===== src/rtl/mecanum_packet_odometry_defines.svh =====
// Assertion macros used by the odometry back end (mpo_back).
`ifndef MECANUM_PACKET_ODOMETRY_DEFINES_SVH
`define MECANUM_PACKET_ODOMETRY_DEFINES_SVH

`ifndef SYNTHESIS
`define MPO_ASSERT_IMP(lbl, ante, cons) \
  lbl: assert property (@(posedge clk) disable iff (rst) (ante) |-> (cons)) \
    else $error("mpo assertion failed");
`define MPO_ASSERT_NEXT(lbl, ante, cons) \
  lbl: assert property (@(posedge clk) disable iff (rst) (ante) |=> (cons)) \
    else $error("mpo assertion failed");
`else
`define MPO_ASSERT_IMP(lbl, ante, cons)
`define MPO_ASSERT_NEXT(lbl, ante, cons)
`endif

`endif


===== src/rtl/mpo_pkg.sv =====
package mpo_pkg;

  localparam int PACKET_LEN = 18;
  localparam int CNT_W = $clog2(PACKET_LEN + 1);
  localparam int IDX_W = $clog2(PACKET_LEN);
  localparam int EL_W = 20;

  localparam logic OP_BYTE = 1'b0;
  localparam logic OP_REFRESH = 1'b1;
  localparam logic [7:0] HDR_FIRST = 8'h02;
  localparam logic [7:0] HDR_SECOND = 8'h03;

  localparam logic [31:0] KP = 32'd2829695101;
  localparam logic [31:0] KU = 32'd2251799814;
  localparam logic [31:0] KH = 32'd2867080570;

  localparam logic signed [33:0] CORDIC_X0 = 34'sd652032874;
  localparam int CORDIC_STEPS = 28;
  localparam int STEP_W = $clog2(CORDIC_STEPS);

  localparam int MUL_B_W = 32;
  localparam int MUL_CNT_W = $clog2(MUL_B_W);

  localparam int DIV_STEPS = 44;
  localparam int DIV_CNT_W = $clog2(DIV_STEPS);

  localparam int Q_DEPTH = 2;
  localparam int Q_AW = $clog2(Q_DEPTH);

  typedef enum logic [1:0] {
    CFG_RADIUS = 2'd0,
    CFG_AXLE   = 2'd1,
    CFG_XGAIN  = 2'd2,
    CFG_HGAIN  = 2'd3
  } cfg_idx_t;

  typedef struct packed {
    logic [EL_W-1:0]              elapsed;
    logic [PACKET_LEN-1:0][7:0]   pkt;
  } job_t;

  typedef struct packed {
    logic push;
    job_t job;
  } q_wr_t;

  function automatic logic [29:0] atan_val(input logic [STEP_W-1:0] i);
    logic [29:0] v;
    case (i)
      5'd0: v = 30'd536870912;
      5'd1: v = 30'd316933406;
      5'd2: v = 30'd167458907;
      5'd3: v = 30'd85004756;
      5'd4: v = 30'd42667331;
      5'd5: v = 30'd21354465;
      5'd6: v = 30'd10680862;
      5'd7: v = 30'd5340245;
      5'd8: v = 30'd2670163;
      5'd9: v = 30'd1335087;
      5'd10: v = 30'd667544;
      5'd11: v = 30'd333772;
      5'd12: v = 30'd166886;
      5'd13: v = 30'd83443;
      5'd14: v = 30'd41722;
      5'd15: v = 30'd20861;
      5'd16: v = 30'd10430;
      5'd17: v = 30'd5215;
      5'd18: v = 30'd2608;
      5'd19: v = 30'd1304;
      5'd20: v = 30'd652;
      5'd21: v = 30'd326;
      5'd22: v = 30'd163;
      5'd23: v = 30'd81;
      5'd24: v = 30'd41;
      5'd25: v = 30'd20;
      5'd26: v = 30'd10;
      5'd27: v = 30'd5;
      default: v = 30'd0;
    endcase
    return v;
  endfunction

endpackage


===== src/rtl/mpo_if.sv =====
interface mpo_cmd_if;
  import mpo_pkg::*;
  logic            valid;
  logic            ready;
  logic            operation;
  logic [7:0]      rx_byte;
  logic [EL_W-1:0] elapsed_us;
  modport source(output valid, operation, rx_byte, elapsed_us, input ready);
  modport sink(input valid, operation, rx_byte, elapsed_us, output ready);
endinterface



===== src/rtl/mpo_front.sv =====
module mpo_front (
  input  logic          clk,
  input  logic          rst,
  mpo_cmd_if.sink       cmd,
  output mpo_pkg::q_wr_t qw,
  input  logic          q_full
);
  import mpo_pkg::*;

  logic [7:0]                 previous_byte;
  logic [CNT_W-1:0]           byte_count;
  logic                       packet_ready;
  logic [PACKET_LEN-1:0][7:0] store;
  logic                       accept;
  logic                       header;
  logic                       room;

  assign cmd.ready = !q_full;
  assign accept = cmd.valid && cmd.ready;
  assign header = (previous_byte == HDR_FIRST) && (cmd.rx_byte == HDR_SECOND);
  assign room = byte_count < CNT_W'(PACKET_LEN);

  always_ff @(posedge clk) begin
    if (rst) begin
      previous_byte <= '0;
      byte_count <= '0;
      packet_ready <= 1'b0;
    end else if (accept) begin
      if (cmd.operation == OP_BYTE) begin
        previous_byte <= cmd.rx_byte;
        if (header) begin
          byte_count <= '0;
        end else if (room) begin
          byte_count <= byte_count + 1'b1;
          if (byte_count == CNT_W'(PACKET_LEN - 1)) packet_ready <= 1'b1;
        end
      end else if (packet_ready) begin
        packet_ready <= 1'b0;
      end
    end
  end

  always_ff @(posedge clk) begin
    if (accept && cmd.operation == OP_BYTE && !header && room) begin
      store[byte_count[IDX_W-1:0]] <= cmd.rx_byte;
    end
  end

  assign qw.push = accept && (cmd.operation == OP_REFRESH) && packet_ready;
  assign qw.job.elapsed = cmd.elapsed_us;
  assign qw.job.pkt = store;

endmodule


===== src/flat_wrapper.sv =====
// flat-port wrapper written by rule: the top's interface ports become plain ports
module mpo_front_flat import mpo_pkg::*;
  (clk, rst, qw, q_full, cmd_valid, cmd_operation, cmd_rx_byte, cmd_elapsed_us, cmd_ready);
  mpo_cmd_if cmd_i ();
  input  logic clk;
  input  logic rst;
  output mpo_pkg::q_wr_t qw;
  input  logic q_full;
  input wire logic [$bits(cmd_i.valid)-1:0] cmd_valid;
  input wire logic [$bits(cmd_i.operation)-1:0] cmd_operation;
  input wire logic [$bits(cmd_i.rx_byte)-1:0] cmd_rx_byte;
  input wire logic [$bits(cmd_i.elapsed_us)-1:0] cmd_elapsed_us;
  output wire logic [$bits(cmd_i.ready)-1:0] cmd_ready;
  assign cmd_i.valid = cmd_valid;
  assign cmd_i.operation = cmd_operation;
  assign cmd_i.rx_byte = cmd_rx_byte;
  assign cmd_i.elapsed_us = cmd_elapsed_us;
  assign cmd_ready = cmd_i.ready;
  mpo_front u_core (.clk(clk), .rst(rst), .cmd(cmd_i), .qw(qw), .q_full(q_full));
endmodule

===== config.mk =====
export PLATFORM = sky130hd
export DESIGN_NAME = mpo_front_flat
export DESIGN_NICKNAME = d
export VERILOG_FILES = /design/src/rtl/mecanum_packet_odometry_defines.svh /design/src/rtl/mpo_pkg.sv /design/src/rtl/mpo_if.sv /design/src/rtl/mpo_front.sv /design/src/flat_wrapper.sv
export SDC_FILE = /design/constraint.sdc
export NUM_CORES = 1
export LEC_CHECK = 0
export BUFFER_PORTS_ARGS = -buffer_cell sky130_fd_sc_hd__buf_4
export CORE_MARGIN = 2
export CORE_UTILIZATION = 47
export DETAILED_ROUTE_END_ITERATION = 12
export GPL_TIMING_DRIVEN = 1
export PLACE_DENSITY_LB_ADDON = 0.2
export REMOVE_ABC_BUFFERS = 1
export SLEW_MARGIN = 40
export SYNTH_ARGS = -nofsm -noshare
export SYNTH_HDL_FRONTEND = slang
export SYNTH_SLANG_ARGS = --single-unit

===== constraint.sdc =====
create_clock -name clk -period 3.2 [get_ports clk]
set_input_delay 0.48 -clock clk [delete_from_list [all_inputs] [get_ports clk]]
set_output_delay 0.48 -clock clk [all_outputs]
set_load 0.05 [all_outputs]

Word-level counts from Yosys, hierarchy flattened
Cells that the tools add are included.
{ "classes": {"reduce_logical": 16, "add_sub_neg": 1, "n_mux": 9, "bitwise_logic": 1, "eq_ne": 4, "order_cmp": 3} }
{ "op_table": {"columns": ["cell", "n"], "rows": [
  ["$bwmux 144", 1],
  ["$demux 8 s5", 1],
  ["$eq 8x2->1 const B", 2],
  ["$mux 5", 2],
  ["$logic_and 1x1->1", 8],
  ["$mux 8", 1],
  ["$lt 5x6->1 const B", 1],
  ["$reduce_bool 2->1", 3],
  ["$add 5x1->5 const B", 1],
  ["$eq 5x5->1 const B", 1],
  ["$ge 5x1->1 const B", 1],
  ["$lt 5x5->1 const B", 1],
  ["$mux 1", 4],
  ["$reduce_and 4->1", 1],
  ["$reduce_and 3->1", 1],
  ["$logic_not 1->1", 2],
  ["$ne 2x2->1 const B", 1],
  ["$reduce_and 2->1", 1],
  ["$not 1->1", 1]
]} }
{ "word_totals": {"ff_bits": 158} }

Logic depth before layout (Yosys ltp)
{ "depth": {"word_depth": 5, "mapped_depth": 5, "depth_no_buf": 5} }

Worst setup path after synthesis
No wires, ideal clock.
{ "synth_timing": {"path_kind": "input port to flip-flop", "from": "in cmd_operation", "to": "reg u_core.store, in the netlist u_core.qw[0] (enable)", "required_ps": 2817, "t_arrival_ps": 1875, "path_stages": 5, "setup_slack_ps": 942, "setup_ps": 383, "n_path_buf": 1, "path_cell_list": "or3b_1 > buf_6 > nor2_8 > nand4b_1 > nor3_1"} }
{ "synth_via": {"elab_chain_len": 4} }
{ "synth_rtl": {"columns": ["item", "line", "source"], "rows": [
  ["start: declaration", "flat_wrapper.sv:10", "input wire logic [$bits(cmd_i.operation)-1:0] cmd_operation;"],
  ["$not 1->1", null, null],
  ["$logic_and 1x1->1 (3 in series)", "mpo_front.sv:44", "if (accept && cmd.operation == OP_BYTE && !header && room) begin"],
  ["end signal: indexed assignment", "mpo_front.sv:45", "store[byte_count[IDX_W-1:0]] <= cmd.rx_byte;"],
  ["end: declaration", "mpo_front.sv:13", "logic [PACKET_LEN-1:0][7:0] store;"]
]} }
Every way passes these cells.
A chain may end at the register's enable or synchronous reset.

Final worst setup path
{ "layout_timing": {"from": "reg u_core.byte_count[3]", "to": "reg u_core.store, in the netlist u_core.qw[129] (enable)"} }
{ "layout_via": {"elab_chain_len": 2} }
{ "layout_rtl": {"columns": ["item", "line", "source"], "rows": [
  ["start: declaration", "mpo_front.sv:11", "logic [CNT_W-1:0] byte_count;"],
  ["start signal: assignment", "mpo_front.sv:34", "byte_count <= byte_count + 1'b1;"],
  ["$lt 5x5->1", "mpo_front.sv:21", "assign room = byte_count < CNT_W'(PACKET_LEN);"],
  ["$logic_and 1x1->1", "mpo_front.sv:44", null]
]} }
Every way passes these cells.

==> metrics.md <==
| Metric | Value |
|---|---|
| Avg Synthesized Cell Area | 18.7 um2 |
| Synth area leaders | edfxtp_1 80%, dfxtp_1 5.2%, buf_4 2.8% |
| Slew Limit Fails | 0 |
| First-pass GRT wire length | 18,100 um |
| Max incr delay on CP | 0.59 ns |
| Hold Path Sink | u_core.packet_ready |
| Vias per cell | 5.06 |
| Register area share after synthesis | 85.4% |
| Worst setup SP type | register |
| Initial DRC Count | 189 |
| Core area | 11,300 um2 |
| Hold buffers post-CTS | 0 |
| Crit path cell chain | o31a_1 -> nor2_8 -> nand4b_1 -> nor2_1 |
| Gp weighted congestion | 0.836 |
| Tightest Pin Transition | 0.699 ns |
| # diodes | 0 |
| Synth-to-Final Area Change | 34.0% |
| Die Ht | 111 um |
| H-tree Lvls | 4 |
| Critical path peak fanout | 13 |
| CTS Buf Count | 17 |
| Relative slew margins | 53.2% |
| R2R setup slack | 1.04 ns |
| Num rows | 39 |
| Fin Clk Skew | 0.0133 ns |
| Required time of the worst setup path | 3.23 ns |
| Asr flop ratio synth | 0% |
| Vias in the first global route | 3,024 |
| Die Wd | 111 um |
| Share of cells above drive strength 1 | 45.1% |
| Fin Setup TNS | 0 ns |
| Top-count cell post-synth | edfxtp_1 |
| Nets | 483 |
| Post-synth top area share | 80.2% |
| # fillers | 822 |
| Post-synth top area cell | edfxtp_1 |
| Placed Cells | 570 |
| Reg-to-reg endpoint | u_core.qw[129] |
| Setup WS pre-CTS | 0.788 ns |
| Hold Startpoint | cmd_operation |
| Clock Tree Buf Depth | 2 |
| Commonest cells post-synth | 144 x edfxtp_1, 21 x nand2_1, 20 x buf_4, 14 x dfxtp_1, 11 x a21oi_1 |
| Hold Violations, Final | 0 |
| Path type of the worst min-delay path | in -> reg |
| Setup Fix Bufs, Post-CTS | 0 |
| Initial antenna violation count | 0 |
| Fin cells | 602 |
| # DRC | 0 |
| DRT Wirelength | 12,200 um |
| Fin crit period | 2.16 ns |
| Resize count post-CTS | 0 |
| Largest net degree at the start of global routing | 21 |
| PortBufs | 158 |
| Max Clk Rate | 462 MHz |
| Lkg Pwr | 2.69 nW |
| Max-cap viol count | 0 |
| Detailed-router iteration count before antenna repair | 4 |
| Critical path class | reg -> reg |
| Post-route setup slack | 1.04 ns |
| Routed WL per cell | 20.3 um |
| Clk_lat worst skew | 0.41 ns |
| GRT Util Overall | 20.1% |
| Yosys reg bits | 158 |
| Pwr dens | 582 nW/um2 |
| EDFF count, synth | 144 |
| Tot Pwr | 0.00420 W |
| Hold depth | 2 |
| Cells after Synth | 288 |
| I/O pin cnt | 199 |
| Die ar. | 12,300 um2 |
| DR vias | 3,048 |
| Clk Tree Root Cell | clkbuf_16 |
| TritonCTS clock tree | yes |
| Post-synth top flop | edfxtp_1 |
| Total congestion overflow | 0 |
| Final worst path period share | 67.6% |
| WP data arrival | 2.20 ns |
| Status | finished clean |
| RSZ-0062 raised after global routing | false |
| Slowest CP cell | nor2_1 |
| # setup viols final | 0 |
| Dpl hpwl | 8110 um |
| Peak supply drop | 0.000308 V |
| Reg2reg path depth | 4 |
| YS warnings | 0 |
| R2R Path Start | u_core.byte_count[3] |
| Critical Path End Type | register |
| Netlist cell types | 30 |
| Clock Sinks | 158 |
| Clock transition at path regs | 0.06 ns |
| Netlist Area Pre-Place | 5390 um2 |
| Initial Util | 47.6% |
| Antenna-violating nets left | 0 |
layout by cell type, fill, tap and decap left out, types with 4 or more instances in the layout:
master / instances
nand3_1: 5
clkbuf_16: 17
a21oi_1: 11
ha_1: 4
dfxtp_1: 14
nor4_1: 4
edfxtp_1: 144
and3_1: 7
o21ai_0: 4
buf_4: 168
nor2b_1: 4
nor3_2: 8
nor2_1: 7
nand2_1: 21
per-stage QoR:
stage               util, %  area [um2]  hold WS (ns)
floorplan                 -        5200         0.426
global placement       58.6        6640         0.442
detailed placement     59.0        6680         0.450
CTS                    63.8        7230         0.267
global route           63.8        7230         0.280
finish                 63.8        7230         0.285
kinds of logic after synthesis:
| group | Yosys count | synth area share [%] |
|---|---|---|
| compound gates | 21 | 2.32 |
| flops | 158 | 85.4 |
| buf+inv | 32 | 3.83 |
| fa+ha+maj | 4 | 0.928 |
| simple gates | 73 | 7.56 |
area by class of cell:
cell class / count / area [um2] / area share [%]
Sequential cell: 158 / 4600 / 63.7
Timing Repair Buffer: 168 / 1260 / 17.5
Multi-Input combinational cell: 98 / 623 / 8.62
Clock buffer: 17 / 425 / 5.89
Tap cell: 143 / 179 / 2.48
Clock inverter: 15 / 123 / 1.70
Inverter: 3 / 11.3 / 0.156
worst max path at each step:
stage	from	end	depth (start not counted)
finish	u_core.byte_count[3]	u_core.qw[129]	4
detailed placement	cmd_operation	u_core.qw[133]	5
global route	u_core.byte_count[3]	u_core.qw[131]	4
global placement	cmd_operation	u_core.qw[55]	5
CTS	u_core.byte_count[3]	u_core.qw[134]	4
floorplan	cmd_operation	u_core.qw[136]	3
where the power goes:
part           switching (W)  internal [W]  total [W]
clock               0.000764       0.00106    0.00183
sequential        0.00000705       0.00226    0.00227
combinational      0.0000802     0.0000307   0.000111
sequential cells by signal (all words and copies together), names as in the netlist:
| name | count |
|---|---|
| u_core.byte_count | 5 |
| u_core.previous_byte | 8 |
| u_core.qw | 144 |
| u_core.packet_ready | 1 |
worst max-delay path: cells and delay by family, from the launching register on:
family           cells  cell delay (ns)
AND/OR/NAND/NOR      3             0.90
AO/OA/AOI/OAI        1             0.40
flip-flops           1             0.48
routing by layer:
metal	part of all wire [%]	vias to the layer above	track usage, %
li1	-	1395	-
met1	43	1520	26.2
met2	49	126	31.4
met3	6.5	7	8.15
met4	0.76	0	5.51
met5	0	-	2.08
Power figures use the tool's default switching activity.
