==> config.mk <==
export PLATFORM = sky130hd
export DESIGN_NAME = mpo_back_flat
export DESIGN_NICKNAME = d
export VERILOG_FILES = /design/src/rtl/mpo_pkg.sv /design/src/rtl/mpo_if.sv /design/src/rtl/mpo_mul.sv /design/src/rtl/mpo_back.sv /design/src/flat_wrapper.sv
export VERILOG_INCLUDE_DIRS = /design/src /design/src/rtl
export SDC_FILE = /design/constraint.sdc
export NUM_CORES = 2
export LEC_CHECK = 0
export BUFFER_PORTS_ARGS = -buffer_cell sky130_fd_sc_hd__buf_4
export CORE_ASPECT_RATIO = 2
export CORE_MARGIN = 8
export CORE_UTILIZATION = 64
export DETAILED_ROUTE_END_ITERATION = 16
export MAX_ROUTING_LAYER = met4
export PLACE_DENSITY = 0.9
export SLEW_MARGIN = 20
export SYNTH_ARGS = -nofsm -noshare
export SYNTH_HDL_FRONTEND = slang
export SYNTH_SLANG_ARGS = --single-unit
==> constraint.sdc <==
create_clock -name clk -period 24.7 [get_ports clk]
set_input_delay 2.47 -clock clk [delete_from_list [all_inputs] [get_ports clk]]
set_output_delay 2.47 -clock clk [all_outputs]
set_load 0.01 [all_outputs]
==> src/rtl/mecanum_packet_odometry_defines.svh <==
// Assertion macros used by the odometry back end (mpo_back).
`ifndef MECANUM_PACKET_ODOMETRY_DEFINES_SVH
`define MECANUM_PACKET_ODOMETRY_DEFINES_SVH

`ifndef SYNTHESIS
`define MPO_ASSERT_IMP(lbl, ante, cons) \
  lbl: assert property (@(posedge clk) disable iff (rst) (ante) |-> (cons)) \
    else $error("mpo assertion failed");
`define MPO_ASSERT_NEXT(lbl, ante, cons) \
  lbl: assert property (@(posedge clk) disable iff (rst) (ante) |=> (cons)) \
    else $error("mpo assertion failed");
`else
`define MPO_ASSERT_IMP(lbl, ante, cons)
`define MPO_ASSERT_NEXT(lbl, ante, cons)
`endif

`endif

==> src/rtl/mpo_pkg.sv <==
package mpo_pkg;

  localparam int PACKET_LEN = 18;
  localparam int CNT_W = $clog2(PACKET_LEN + 1);
  localparam int IDX_W = $clog2(PACKET_LEN);
  localparam int EL_W = 20;

  localparam logic OP_BYTE = 1'b0;
  localparam logic OP_REFRESH = 1'b1;
  localparam logic [7:0] HDR_FIRST = 8'h02;
  localparam logic [7:0] HDR_SECOND = 8'h03;

  localparam logic [31:0] KP = 32'd2829695101;
  localparam logic [31:0] KU = 32'd2251799814;
  localparam logic [31:0] KH = 32'd2867080570;

  localparam logic signed [33:0] CORDIC_X0 = 34'sd652032874;
  localparam int CORDIC_STEPS = 28;
  localparam int STEP_W = $clog2(CORDIC_STEPS);

  localparam int MUL_B_W = 32;
  localparam int MUL_CNT_W = $clog2(MUL_B_W);

  localparam int DIV_STEPS = 44;
  localparam int DIV_CNT_W = $clog2(DIV_STEPS);

  localparam int Q_DEPTH = 2;
  localparam int Q_AW = $clog2(Q_DEPTH);

  typedef enum logic [1:0] {
    CFG_RADIUS = 2'd0,
    CFG_AXLE   = 2'd1,
    CFG_XGAIN  = 2'd2,
    CFG_HGAIN  = 2'd3
  } cfg_idx_t;

  typedef struct packed {
    logic [EL_W-1:0]              elapsed;
    logic [PACKET_LEN-1:0][7:0]   pkt;
  } job_t;

  typedef struct packed {
    logic push;
    job_t job;
  } q_wr_t;

  function automatic logic [29:0] atan_val(input logic [STEP_W-1:0] i);
    logic [29:0] v;
    case (i)
      5'd0: v = 30'd536870912;
      5'd1: v = 30'd316933406;
      5'd2: v = 30'd167458907;
      5'd3: v = 30'd85004756;
      5'd4: v = 30'd42667331;
      5'd5: v = 30'd21354465;
      5'd6: v = 30'd10680862;
      5'd7: v = 30'd5340245;
      5'd8: v = 30'd2670163;
      5'd9: v = 30'd1335087;
      5'd10: v = 30'd667544;
      5'd11: v = 30'd333772;
      5'd12: v = 30'd166886;
      5'd13: v = 30'd83443;
      5'd14: v = 30'd41722;
      5'd15: v = 30'd20861;
      5'd16: v = 30'd10430;
      5'd17: v = 30'd5215;
      5'd18: v = 30'd2608;
      5'd19: v = 30'd1304;
      5'd20: v = 30'd652;
      5'd21: v = 30'd326;
      5'd22: v = 30'd163;
      5'd23: v = 30'd81;
      5'd24: v = 30'd41;
      5'd25: v = 30'd20;
      5'd26: v = 30'd10;
      5'd27: v = 30'd5;
      default: v = 30'd0;
    endcase
    return v;
  endfunction

endpackage

==> src/rtl/mpo_if.sv <==


interface mpo_odom_if;
  logic               valid;
  logic               ready;
  logic signed [31:0] pos_x;
  logic signed [31:0] pos_y;
  logic [31:0]        heading;
  logic signed [31:0] vel_x;
  logic signed [31:0] vel_y;
  logic signed [31:0] yaw_rate;
  logic [15:0]        battery_tenths;
  modport source(output valid, pos_x, pos_y, heading, vel_x, vel_y, yaw_rate,
                 battery_tenths, input ready);
  modport sink(input valid, pos_x, pos_y, heading, vel_x, vel_y, yaw_rate,
               battery_tenths, output ready);
endinterface

interface mpo_cfg_if;
  logic        valid;
  logic        ready;
  logic [1:0]  index;
  logic [15:0] data;
  modport source(output valid, index, data, input ready);
  modport sink(input valid, index, data, output ready);
endinterface

==> src/rtl/mpo_mul.sv <==
module mpo_mul (
  input  logic                         clk,
  input  logic                         rst,
  input  logic                         start,
  input  logic [63:0]                  a,
  input  logic [mpo_pkg::MUL_B_W-1:0]  b,
  output logic                         done,
  output logic [63+mpo_pkg::MUL_B_W:0] prod
);
  import mpo_pkg::*;

  logic [63:0]          hi;
  logic [MUL_B_W-1:0]   lo;
  logic [63:0]          areg;
  logic [MUL_CNT_W-1:0] cnt;
  logic                 busy;
  logic [64:0]          t;

  assign t = {1'b0, hi} + (lo[0] ? {1'b0, areg} : 65'd0);
  assign prod = {hi, lo};

  always_ff @(posedge clk) begin
    if (rst) begin
      busy <= 1'b0;
      done <= 1'b0;
      cnt <= '0;
    end else begin
      done <= 1'b0;
      if (start) begin
        busy <= 1'b1;
        cnt <= '0;
      end else if (busy) begin
        cnt <= cnt + 1'b1;
        if (cnt == MUL_CNT_W'(MUL_B_W - 1)) begin
          busy <= 1'b0;
          done <= 1'b1;
        end
      end
    end
  end

  always_ff @(posedge clk) begin
    if (start) begin
      hi <= '0;
      lo <= b;
      areg <= a;
    end else if (busy) begin
      hi <= t[64:1];
      lo <= {t[0], lo[MUL_B_W-1:1]};
    end
  end

endmodule

==> src/rtl/mpo_back.sv <==
`include "mecanum_packet_odometry_defines.svh"

module mpo_back (
  input  logic          clk,
  input  logic          rst,
  input  logic          q_valid,
  input  mpo_pkg::job_t q_job,
  output logic          q_pop,
  mpo_odom_if.source    odom,
  mpo_cfg_if.sink       cfg
);
  import mpo_pkg::*;

  typedef enum logic [23:0] {
    S_IDLE  = 24'h000001,
    S_LOAD  = 24'h000002,
    S_AX    = 24'h000004,
    S_VX    = 24'h000008,
    S_AY    = 24'h000010,
    S_VY    = 24'h000020,
    S_AW    = 24'h000040,
    S_NW    = 24'h000080,
    S_DIV   = 24'h000100,
    S_CINIT = 24'h000200,
    S_CORD  = 24'h000400,
    S_XC    = 24'h000800,
    S_YS    = 24'h001000,
    S_DEX   = 24'h002000,
    S_KUX   = 24'h004000,
    S_GX    = 24'h008000,
    S_XS    = 24'h010000,
    S_YC    = 24'h020000,
    S_DEY   = 24'h040000,
    S_KUY   = 24'h080000,
    S_YE    = 24'h100000,
    S_KH    = 24'h200000,
    S_GH    = 24'h400000,
    S_UPD   = 24'h800000
  } state_t;

  localparam logic signed [33:0] QUARTER = 34'sd1073741824;
  localparam logic signed [33:0] HALF = 34'sd2147483648;
  localparam logic signed [48:0] P_MAX = 49'sd2147483647;
  localparam logic signed [48:0] P_MIN = -49'sd2147483648;

  function automatic logic [31:0] abs32(input logic signed [31:0] v);
    return v[31] ? 32'(-v) : 32'(v);
  endfunction

  function automatic logic [31:0] abs34(input logic signed [33:0] v);
    logic [33:0] m;
    m = v[33] ? 34'(-v) : 34'(v);
    return m[31:0];
  endfunction

  function automatic logic [63:0] abs64(input logic signed [63:0] v);
    return v[63] ? 64'(-v) : 64'(v);
  endfunction

  function automatic logic signed [34:0] wext(input logic [31:0] u);
    return 35'($signed(u));
  endfunction

  state_t state;

  logic [15:0] radius;
  logic [14:0] axle;
  logic [14:0] xgain;
  logic [14:0] hgain;
  logic [14:0] axl;

  job_t                jr;
  logic [EL_W-1:0]     elr;
  logic [15:0]         batt;
  logic signed [34:0]  sx, sy, sw;
  logic signed [34:0]  w1, w2, w3, w4;
  logic [63:0]         tm;
  logic                tneg;
  logic signed [31:0]  vx, vy, yaw;
  logic signed [33:0]  cx, cy, cz;
  logic signed [33:0]  cs, sn, hd;
  logic                flip;
  logic [STEP_W-1:0]   step;
  logic signed [63:0]  p1;
  logic signed [47:0]  dx, dy;
  logic [31:0]         dh;
  logic [DIV_STEPS-1:0] dq;
  logic [14:0]         rem;
  logic [15:0]         r2;
  logic [DIV_CNT_W-1:0] dcnt;

  logic signed [31:0]  pos_x, pos_y;
  logic [31:0]         heading_angle;
  logic                ov;

  logic                is_mul, mbusy, mstart, mdone, mneg;
  logic [63:0]         ma;
  logic [MUL_B_W-1:0]  mb;
  logic [95:0]         mprod;
  state_t              mnext;

  logic [95:0]         r53, r41, r51, r38, r14, r50d;
  logic [63:0]         plo, nw, dmag;
  logic signed [63:0]  pv, dsum;
  logic [31:0]         m14;
  logic signed [48:0]  sumx, sumy;
  logic signed [31:0]  nx, ny;
  logic [31:0]         nh;

  assign axl = (axle == '0) ? 15'd1 : axle;
  assign cfg.ready = 1'b1;

  always_ff @(posedge clk) begin
    if (rst) begin
      radius <= 16'd6652;
      axle <= 15'd2437;
      xgain <= 15'd16626;
      hgain <= 15'd16093;
    end else if (cfg.valid) begin
      unique case (cfg_idx_t'(cfg.index))
        CFG_RADIUS: radius <= cfg.data;
        CFG_AXLE:   axle <= cfg.data[14:0];
        CFG_XGAIN:  xgain <= cfg.data[14:0];
        CFG_HGAIN:  hgain <= cfg.data[14:0];
        default:    radius <= radius;
      endcase
    end
  end

  assign q_pop = (state == S_IDLE) && q_valid;

  assign w1 = wext({jr.pkt[3], jr.pkt[2], jr.pkt[1], jr.pkt[0]});
  assign w2 = wext({jr.pkt[7], jr.pkt[6], jr.pkt[5], jr.pkt[4]});
  assign w3 = wext({jr.pkt[11], jr.pkt[10], jr.pkt[9], jr.pkt[8]});
  assign w4 = wext({jr.pkt[15], jr.pkt[14], jr.pkt[13], jr.pkt[12]});

  assign cs = flip ? -cx : cx;
  assign sn = flip ? -cy : cy;
  assign hd = 34'($signed(heading_angle));

  always_comb begin
    is_mul = 1'b1;
    ma = '0;
    mb = '0;
    mneg = 1'b0;
    mnext = S_IDLE;
    unique case (state)
      S_AX:  begin ma = abs64(64'(sx)); mb = 32'(radius); mneg = sx[34]; mnext = S_VX; end
      S_VX:  begin ma = tm; mb = KP; mneg = tneg; mnext = S_AY; end
      S_AY:  begin ma = abs64(64'(sy)); mb = 32'(radius); mneg = sy[34]; mnext = S_VY; end
      S_VY:  begin ma = tm; mb = KP; mneg = tneg; mnext = S_AW; end
      S_AW:  begin ma = abs64(64'(sw)); mb = 32'(radius); mneg = sw[34]; mnext = S_NW; end
      S_NW:  begin ma = tm; mb = KP; mneg = tneg; mnext = S_DIV; end
      S_XC:  begin ma = 64'(abs32(vx)); mb = abs34(cs); mneg = vx[31] ^ cs[33];
                   mnext = S_YS; end
      S_YS:  begin ma = 64'(abs32(vy)); mb = abs34(sn); mneg = vy[31] ^ sn[33];
                   mnext = S_DEX; end
      S_DEX: begin ma = tm; mb = 32'(elr); mneg = tneg; mnext = S_KUX; end
      S_KUX: begin ma = tm; mb = KU; mneg = tneg; mnext = S_GX; end
      S_GX:  begin ma = tm; mb = 32'(xgain); mneg = tneg; mnext = S_XS; end
      S_XS:  begin ma = 64'(abs32(vx)); mb = abs34(sn); mneg = vx[31] ^ sn[33];
                   mnext = S_YC; end
      S_YC:  begin ma = 64'(abs32(vy)); mb = abs34(cs); mneg = vy[31] ^ cs[33];
                   mnext = S_DEY; end
      S_DEY: begin ma = tm; mb = 32'(elr); mneg = tneg; mnext = S_KUY; end
      S_KUY: begin ma = tm; mb = KU; mneg = tneg; mnext = S_YE; end
      S_YE:  begin ma = 64'(abs32(yaw)); mb = 32'(elr); mneg = yaw[31]; mnext = S_KH; end
      S_KH:  begin ma = tm; mb = KH; mneg = tneg; mnext = S_GH; end
      S_GH:  begin ma = tm; mb = 32'(hgain); mneg = tneg; mnext = S_UPD; end
      default: is_mul = 1'b0;
    endcase
  end

  assign mstart = is_mul && !mbusy;

  mpo_mul u_mul (
    .clk   (clk),
    .rst   (rst),
    .start (mstart),
    .a     (ma),
    .b     (mb),
    .done  (mdone),
    .prod  (mprod)
  );

  assign r53 = (mprod + (96'd1 << 52)) >> 53;
  assign r41 = (mprod + (96'd1 << 40)) >> 41;
  assign r51 = (mprod + (96'd1 << 50)) >> 51;
  assign r50d = r51;
  assign r38 = (mprod + (96'd1 << 37)) >> 38;
  assign r14 = (mprod + (96'd1 << 13)) >> 14;
  assign plo = mprod[63:0];
  assign pv = mneg ? -$signed(plo) : $signed(plo);
  assign dsum = (state == S_YS) ? p1 - pv : p1 + pv;
  assign dmag = (abs64(dsum) + (64'd1 << 29)) >> 30;
  assign nw = r41[63:0];
  assign m14 = r14[31:0];
  assign r2 = {rem, dq[DIV_STEPS-1]};

  assign sumx = 49'(pos_x) + 49'(dx);
  assign sumy = 49'(pos_y) + 49'(dy);
  assign nx = (sumx > P_MAX) ? 32'sh7FFFFFFF : (sumx < P_MIN) ? 32'sh80000000 : 32'(sumx);
  assign ny = (sumy > P_MAX) ? 32'sh7FFFFFFF : (sumy < P_MIN) ? 32'sh80000000 : 32'(sumy);
  assign nh = heading_angle + dh;

  always_ff @(posedge clk) begin
    if (rst) begin
      state <= S_IDLE;
      mbusy <= 1'b0;
      ov <= 1'b0;
      pos_x <= '0;
      pos_y <= '0;
      heading_angle <= '0;
    end else begin
      if (state == S_UPD && (!ov || odom.ready)) ov <= 1'b1;
      else if (ov && odom.ready) ov <= 1'b0;
      if (is_mul) begin
        if (!mbusy) begin
          mbusy <= 1'b1;
        end else if (mdone) begin
          mbusy <= 1'b0;
          state <= mnext;
        end
      end
      unique case (state)
        S_IDLE:  if (q_valid) state <= S_LOAD;
        S_LOAD:  state <= S_AX;
        S_DIV:   if (dcnt == DIV_CNT_W'(DIV_STEPS - 1)) state <= S_CINIT;
        S_CINIT: state <= S_CORD;
        S_CORD:  if (step == STEP_W'(CORDIC_STEPS - 1)) state <= S_XC;
        S_UPD: begin
          if (!ov || odom.ready) begin
            pos_x <= nx;
            pos_y <= ny;
            heading_angle <= nh;
            state <= S_IDLE;
          end
        end
        default: ;
      endcase
    end
  end

  always_ff @(posedge clk) begin
    if (q_pop) jr <= q_job;
    if (state == S_LOAD) begin
      elr <= jr.elapsed;
      batt <= {jr.pkt[16], jr.pkt[17]};
      sx <= w1 + w2 + w3 + w4;
      sy <= -w1 + w2 + w3 - w4;
      sw <= -w1 + w2 - w3 + w4;
    end
    if (mdone && mbusy) begin
      case (state)
        S_AX, S_AY, S_AW, S_DEX, S_DEY, S_YE: begin
          tm <= plo;
          tneg <= mneg;
        end
        S_VX: vx <= mneg ? -$signed(r53[31:0]) : $signed(r53[31:0]);
        S_VY: vy <= mneg ? -$signed(r53[31:0]) : $signed(r53[31:0]);
        S_NW: begin
          tneg <= mneg;
          dq <= nw[DIV_STEPS-1:0] + DIV_STEPS'(axl[14:1]);
          rem <= '0;
          dcnt <= '0;
        end
        S_XC, S_XS: p1 <= pv;
        S_YS, S_YC: begin
          tm <= dmag;
          tneg <= dsum[63];
        end
        S_KUX: begin
          tm <= r51[63:0];
          tneg <= mneg;
        end
        S_KH: begin
          tm <= r38[63:0];
          tneg <= mneg;
        end
        S_GX:  dx <= mneg ? -$signed(r14[47:0]) : $signed(r14[47:0]);
        S_KUY: dy <= mneg ? -$signed(r50d[47:0]) : $signed(r50d[47:0]);
        S_GH:  dh <= mneg ? 32'(-m14) : m14;
        default: ;
      endcase
    end
    if (state == S_DIV) begin
      dcnt <= dcnt + 1'b1;
      if (r2 >= {1'b0, axl}) begin
        rem <= 15'(r2 - {1'b0, axl});
        dq <= {dq[DIV_STEPS-2:0], 1'b1};
      end else begin
        rem <= r2[14:0];
        dq <= {dq[DIV_STEPS-2:0], 1'b0};
      end
    end
    if (state == S_CINIT) begin
      if (tneg) begin
        yaw <= (dq > DIV_STEPS'(64'd2147483648)) ? 32'sh80000000 : -$signed(dq[31:0]);
      end else begin
        yaw <= (dq > DIV_STEPS'(64'd2147483647)) ? 32'sh7FFFFFFF : $signed(dq[31:0]);
      end
      cx <= CORDIC_X0;
      cy <= '0;
      step <= '0;
      if (hd > QUARTER) begin
        cz <= hd - HALF;
        flip <= 1'b1;
      end else if (hd < -QUARTER) begin
        cz <= hd + HALF;
        flip <= 1'b1;
      end else begin
        cz <= hd;
        flip <= 1'b0;
      end
    end
    if (state == S_CORD) begin
      step <= step + 1'b1;
      if (!cz[33]) begin
        cx <= cx - (cy >>> step);
        cy <= cy + (cx >>> step);
        cz <= cz - $signed({4'b0, atan_val(step)});
      end else begin
        cx <= cx + (cy >>> step);
        cy <= cy - (cx >>> step);
        cz <= cz + $signed({4'b0, atan_val(step)});
      end
    end
    if (state == S_UPD && (!ov || odom.ready)) begin
      odom.pos_x <= nx;
      odom.pos_y <= ny;
      odom.heading <= nh;
      odom.vel_x <= vx;
      odom.vel_y <= vy;
      odom.yaw_rate <= yaw;
      odom.battery_tenths <= batt;
    end
  end

  assign odom.valid = ov;

  `MPO_ASSERT_IMP(a_pop_idle, q_pop, state == S_IDLE)
  `MPO_ASSERT_IMP(a_div_cnt, state == S_DIV, dcnt < DIV_CNT_W'(DIV_STEPS))
  `MPO_ASSERT_NEXT(a_upd_emit, state == S_UPD && (!ov || odom.ready), ov && state == S_IDLE)

endmodule

==> src/flat_wrapper.sv <==
// flat-port wrapper written by rule: the top's interface ports become plain ports
module mpo_back_flat import mpo_pkg::*;
  (clk, rst, q_valid, q_job, q_pop, odom_valid, odom_pos_x, odom_pos_y, odom_heading, odom_vel_x, odom_vel_y, odom_yaw_rate, odom_battery_tenths, odom_ready, cfg_valid, cfg_index, cfg_data, cfg_ready);
  mpo_odom_if odom_i ();
  mpo_cfg_if cfg_i ();
  input  logic clk;
  input  logic rst;
  input  logic q_valid;
  input  mpo_pkg::job_t q_job;
  output logic q_pop;
  output wire logic [$bits(odom_i.valid)-1:0] odom_valid;
  output wire logic [$bits(odom_i.pos_x)-1:0] odom_pos_x;
  output wire logic [$bits(odom_i.pos_y)-1:0] odom_pos_y;
  output wire logic [$bits(odom_i.heading)-1:0] odom_heading;
  output wire logic [$bits(odom_i.vel_x)-1:0] odom_vel_x;
  output wire logic [$bits(odom_i.vel_y)-1:0] odom_vel_y;
  output wire logic [$bits(odom_i.yaw_rate)-1:0] odom_yaw_rate;
  output wire logic [$bits(odom_i.battery_tenths)-1:0] odom_battery_tenths;
  input wire logic [$bits(odom_i.ready)-1:0] odom_ready;
  input wire logic [$bits(cfg_i.valid)-1:0] cfg_valid;
  input wire logic [$bits(cfg_i.index)-1:0] cfg_index;
  input wire logic [$bits(cfg_i.data)-1:0] cfg_data;
  output wire logic [$bits(cfg_i.ready)-1:0] cfg_ready;
  assign odom_valid = odom_i.valid;
  assign odom_pos_x = odom_i.pos_x;
  assign odom_pos_y = odom_i.pos_y;
  assign odom_heading = odom_i.heading;
  assign odom_vel_x = odom_i.vel_x;
  assign odom_vel_y = odom_i.vel_y;
  assign odom_yaw_rate = odom_i.yaw_rate;
  assign odom_battery_tenths = odom_i.battery_tenths;
  assign odom_i.ready = odom_ready;
  assign cfg_i.valid = cfg_valid;
  assign cfg_i.index = cfg_index;
  assign cfg_i.data = cfg_data;
  assign cfg_ready = cfg_i.ready;
  mpo_back u_core (.clk(clk), .rst(rst), .q_valid(q_valid), .q_job(q_job), .q_pop(q_pop), .odom(odom_i), .cfg(cfg_i));
endmodule
Word level (Yosys, flattened, before mapping):

Memories as Yosys holds them, arrays and structs flattened. A register that Yosys moved wholly into a read port is not among the register bits.
Index checks and enable logic that the tools add are counted.
W data, S select, Z words.

* flip-flop bits (word level): 1389
* bits in read-only memories: 1920
* input port bits: 187
* output and inout port bits: 211
* logic and storage cells: 291
* memories kept: 2

Memory list
* (name not given): depth 32, bits a word 30, rd ports 1, clocked after Yosys merged registers in 1, wr ports 0, line mpo_pkg.sv:49 `case (i)`
* (name not given): depth 32, bits a word 30, rd ports 1, clocked after Yosys merged registers in 1, wr ports 0, line mpo_pkg.sv:49

* add/sub/neg operators: 51
* $lt $le $gt $ge: 9
* equal/unequal tests: 30
* shifts and indexed selects: 2
* multiplexer cells: 82
* bitwise gates (word level): 5
* reductions and logical operators: 45

Operators by type and width (count)
* $mux W32: 16
* $mux W64: 7
* $pmux W64 S7: 1
* $mux W34: 13
* $pmux W24 S18: 1
* $pmux W32 S9: 1
* $neg A32 Y32: 8
* $pmux W64 S4: 1
* $neg A35 Y64: 3
* $mux W24: 7
* $pmux W24 S6: 1
* $add A35 B32 Y35: 4
* $mux W44: 3
* $neg A64 Y64: 2
* $mux W30: 4
* $add A32 B48 Y49: 2
* $gt A49 B32 Y1 const B: 2
* $lt A49 B32 Y1 const B: 2
* $add A96 B38 Y96 const B: 1
* $add A96 B51 Y96 const B: 1
* $add A85 B41 Y85 const B: 1
* $add A85 B53 Y85 const B: 1
* $mux W15: 5
* $sub A35 B32 Y35: 2
* 79 further kinds: 135

Longest topological paths before layout:

* depth after elaboration: 11
* mapped depth: 45
* gate-level depth less buffers: 37

Cells and area by module:

A second synthesis with hierarchy kept.

* cells, all modules: 11601
* area, all modules: 106263.2 um2

Modules (own cells, without submodules)
* mpo_back: instances 1, cells an instance 10584, area each 96055.9 um2, seq. area each 35464.0 um2
* mpo_mul: instances 1, cells an instance 1017, area each 10207.3 um2, seq. area each 4304.1 um2

Least setup slack after synthesis:

OpenSTA, ideal clock, no wires.

* kind: reg2reg
* start point: register u_core.state[13]
* end point: register u_core.state[16]
* library setup time: 0.128 ns
* arrival: 17.920 ns
* required time: 24.572 ns
* slack: 6.653 ns
* cell stages (with the launch flop): 13
* path buffers: 4
* clock period less this slack: 18.047 ns
* cell sequence: dfxtp_1 -> clkbuf_1 -> nor4_2 -> and4_1 -> clkbuf_1 -> nand3_1 -> nor4b_1 -> or4_1 -> mux2_2 -> a21o_1 -> clkbuf_1 -> clkbuf_1 -> nor2_1

* word-level cells in the longest chain between the ends: 7
* elaborated cells on any way between the ends: 35
* classes of those cells: eq/ne: 24; mux: 10; reduce/logical: 1

Ends and longest elaborated chain
* start, declared: line mpo_back.sv:64 `state_t state;`
* start signal, assigned: line mpo_back.sv:222 `state <= mnext;`
* $eq A24 B23 Y1, or another cell as far along: line mpo_back.sv:147 `unique case (state)`
* $pmux W24 S18: line mpo_back.sv:147
* $mux W24: line mpo_back.sv:220 `end else if (mdone) begin`
* $mux W24: line mpo_back.sv:218 `if (!mbusy) begin`
* $mux W24: line mpo_back.sv:217 `if (is_mul) begin`
* $mux W24, on equally long branches
* $pmux W24 S6 *: line mpo_back.sv:225 `unique case (state)`

Every way passes the cells marked *; elsewhere a longest branch is shown, timed or not.
A chain may end at the register's enable or synchronous reset.

Worst setup path in the final report:

* start point: register u_core.state[16]
* end point: register u_core.tm[20] (data pin)

* word-level cells in the longest chain between the ends: 10
* elaborated cells on any way between the ends: 30
* classes of those cells: add/sub: 4; eq/ne: 18; mux: 5; reduce/logical: 3

Ends and longest elaborated chain
* $eq A24 B14 Y1, or another cell as far along: line mpo_back.sv:147, mpo_back.sv:254
* $reduce_or A10 Y1 (no source line)
* $pmux W1 S9: line mpo_back.sv:147
* $mux W64: line mpo_back.sv:193 `assign pv = mneg ? -$signed(plo) : $signed(plo);`
* $add A64 B64 Y64 / $sub A64 B64 Y64 (equally long branches): line mpo_back.sv:194 `assign dsum = (state == S_YS) ? p1 - pv : p1 + pv;`
* $mux W64: line mpo_back.sv:194
* $neg A64 Y64: line mpo_back.sv:57 `return v[63] ? 64'(-v) : 64'(v);`
* $mux W64: line mpo_back.sv:57
* $add A64 B30 Y64: line mpo_back.sv:195 `assign dmag = (abs64(dsum) + (64'd1 << 29)) >> 30;`
* $pmux W64 S4 *: line mpo_back.sv:254 `case (state)`
* end signal, assigned: line mpo_back.sv:256 `tm <= plo;`
* end signal, assigned: line mpo_back.sv:269 `tm <= dmag;`
* end signal, assigned: line mpo_back.sv:273 `tm <= r51[63:0];`
* end, declared: line mpo_back.sv:77 `logic [63:0] tm;`

Marked as above.

==> flow_summary.toml <==
[status]
status = "finished, final reports clean"

[clock_tree]
numCtsBuffers = 139
cts_tree = "built"
cts_buffer_depth = 4
clk_latency_ps = 860
clkTransAtPathRegs_ps = 70
cts.htree.levels = 4
postCtsSetupRepairBufs = 0
clk_root_buffer_cell = "clkbuf_16"
postCtsHoldBufs = 0
ctsResizeCount = 0
cts.sinks = 1418

[power_and_ir_drop]
power.share.clock_pct = 24.1
p_sw_mw = 3.85
p_int_mw = 5.45
sw_frac_of_total_pct = 41.4
pwr-share-seq_pct = 32.7
comb_power_share_pct = 43.2
max-vdd-ir-drop_mv = 0.106
power_mw = 9.30
p_leak_nw = 44.4
pwr_density_cell_mw_per_mm2 = 80.0

[synthesis]
ys_types = 128
synth_area_leader_cell = "edfxtp_1"
async_flop_share_pct = 0
avgSynthCellArea_sq_um = 9.07
synth_area_sq_mm = 0.106
netlist_instances = 11718
synthTopCellsByArea = "edfxtp_1 (32%), xnor2_1 (7.2%), ha_1 (6.9%)"
ys_seq_elements = 1418
ys.flop_type = "edfxtp_1"
synth_top_cell_area_share_pct = 32.0
mappedNetlistNets = 12607
synth_edf_count = 1134
seq_area_frac_synth_pct = 37.4
ys_warn_count = 0

[floorplan]
coreArea_sq_mm = 0.165
die_area_sq_mm = 0.180
fp.dieW_microns = 304
start_util_pct = 64.4
io_pins = 398
rows = 211
die_h_microns = 592

[global_routing]
grt_start_max_net_pins = 144
grt_pass1_wl_microns = 634000
track_usage_pct = 48.2
antenna_found_initial = 41
gr-total-overflow = 0
grt_pass1_vias = 99861

[cells_and_area]
fin_nets = 12771
seq_area_sq_mm = 0.0397
multi_input_area_sq_mm = 0.0631
drive_above_1_share_pct = 9.11
layout.cells.non_filler = 14155
nFillCells = 11702
fin_area_sq_mm = 0.116
area.growth.synth_to_final_pct = 9.34

[placement]
post_dp_cell_area_sq_mm = 0.111
dp_cells = 13867
gp_congestion = 1.18
hpwl_microns = 324000
io_buffers = 396

[detailed_routing]
first_iter_violations = 13480
wl_met1_microns = 133000
wl_met2_microns = 202000
dr.max_layer_used = "met4"
route.antenna.remaining_nets = 0
met3_length_microns = 45600
firstDrtPassIters = 14
wl_per_cell_microns = 30.9
wirelength_microns = 438000
viasPerCell = 7.15
route.vias.total = 101193
drc = 0

[sta]
hold-worst-slack_ps = 409
finalSetupTns_ps = 0
final.setup_skew_ps = 85.8
fin_crit_sh_pct = 56.4
rsz0062_at_grt = "false"
clock.fmax_ghz = 0.0717
finalHoldViolations = 0
slew_viol_final = 0
tightest_slew_ps = 1320
report.final.setup_viol = 0
relSlewSlack_pct = 10.9
period_minus_slack_ps = 13940

[critical_path]
arrival_ps = 14490
critPathMaxStageDelay_ps = 940
worstSetupEndpointType = "flop"
worstRegToRegCells = 36
crit_type = "reg2reg"
required_ps = 25250
crit_family = "simple AND/OR/NAND/NOR gates"
start_kind = "flop"
cpMaxStageDelayCell = "or4_1"
cp.buffers_inverters = 1
cp_max_fo = 44
worstSetupPathDepth = 36

[worst_hold_path]
hold_class = "reg2reg"
hold_path_depth = 0

[run]
max_cap_violations = 0
layer usage:
metal / vias to the layer above / global-route usage [%]
met4: 0 / 48.6
met5: - / -
met3: 3139 / 13.1
li1: 42914 / -
met1: 47406 / 46.0
met2: 7734 / 77.2
area by class of cell:
class,count,share of cell area [%]
diodes,48,0.103
clock buffers,166,3.21
clock inverters,70,0.688
inverters,432,1.40
multi-input cells,9315,54.3
flip-flops and latches,1418,34.2
well taps,2130,2.29
repair buffers,576,3.78
kinds of logic after synthesis:
| logic type | Yosys count | synth area share (%) |
|---|---|---|
| AND/OR/NAND/NOR | 4107 | 18.6 |
| other | 1 | 0.00353 |
| adder cells (fa/ha/maj) | 702 | 9.06 |
| flip-flops | 1418 | 37.4 |
| multiplexers | 226 | 2.60 |
| buffers and inverters | 985 | 3.53 |
| AO/OA/AOI/OAI | 2871 | 17.2 |
| XOR/XNOR | 1408 | 11.7 |
path summary, 6_finish.rpt:
path                         start  slack [ps]              to
hold reg to reg     u_core.jr[128]         410  u_core.batt[8]
hold / removal      u_core.jr[128]         410  u_core.batt[8]
setup reg to reg  u_core.state[16]       10760   u_core.tm[20]
setup / recovery  u_core.state[16]       10760   u_core.tm[20]
cell usage after synthesis (49+ instances only):
cell / count
buf_1: 65
o31ai_1: 138
or4_1: 63
nand2_1: 1187
mux2i_1: 148
or3_1: 140
fa_1: 113
and2_1: 183
o21bai_1: 76
and3_1: 124
nor3_1: 312
edfxtp_1: 1134
clkbuf_1: 470
o22ai_1: 79
a31oi_1: 147
o21ai_0: 626
xor2_1: 534
nand3_1: 275
dfxtp_1: 284
a21o_1: 184
or2_2: 71
o21a_1: 94
nor2b_1: 91
nor2_1: 1115
ha_1: 589
a211oi_1: 131
nor4_1: 111
nand2b_1: 148
inv_1: 421
nand4_1: 100
nand3b_1: 49
o211ai_1: 60
xnor2_1: 869
a21oi_1: 861
cell usage in the layout (no fill, tap or decap), types with 32 or more instances in the layout:
cell / instances
nand2_1: 1186
edfxtp_1: 1134
nor2_1: 1105
xnor2_1: 866
a21oi_1: 859
o21ai_0: 619
ha_1: 589
buf_4: 569
xor2_1: 534
inv_1: 419
nor3_1: 305
dfxtp_1: 281
nand3_1: 274
a21o_1: 184
and2_1: 182
nand2b_1: 148
mux2i_1: 148
a31oi_1: 147
clkbuf_16: 141
or3_1: 139
o31ai_1: 137
a211oi_1: 130
and3_1: 123
fa_1: 113
nor4_1: 104
nand4_1: 100
o21a_1: 94
nor2b_1: 91
o21bai_1: 76
o22ai_1: 76
or2_2: 70
or4_1: 62
o211ai_1: 60
nand3b_1: 49
diode_2: 48
o41ai_1: 41
mux2_2: 40
mux4_2: 35
o221ai_1: 32
metrics by stage:
step	worst slack, ps	utilization, %
after floorplan	6650	-
after global placement	10910	67.5
after detailed placement	10790	67.5
after CTS	10740	70.3
after global routing	10190	70.4
final	10760	70.4
power groups by stage:
stage	combinational (mW)	clock, mW	sequential [mW]
2_1_floorplan	2.53	0	2.96
3_3_place_gp	3.56	0	3.07
3_5_place_dp	3.68	0	3.07
4_1_cts	3.77	2.22	3.02
5_1_grt	4.18	2.31	3.04
6_report	4.02	2.24	3.04
registers in the layout, indices dropped and copies added (netlist names), 35 cells and up, named ones only:
name and cells:
u_core.tm 64, u_core.u_mul.hi 64, u_core.dq 44, u_core.dx 48
u_core.jr 164, u_core.dy 48, u_core.sw 35, u_core.sx 35
u_core.u_mul.areg 64, u_core.p1 64
(Power assumes the default switching activity.)
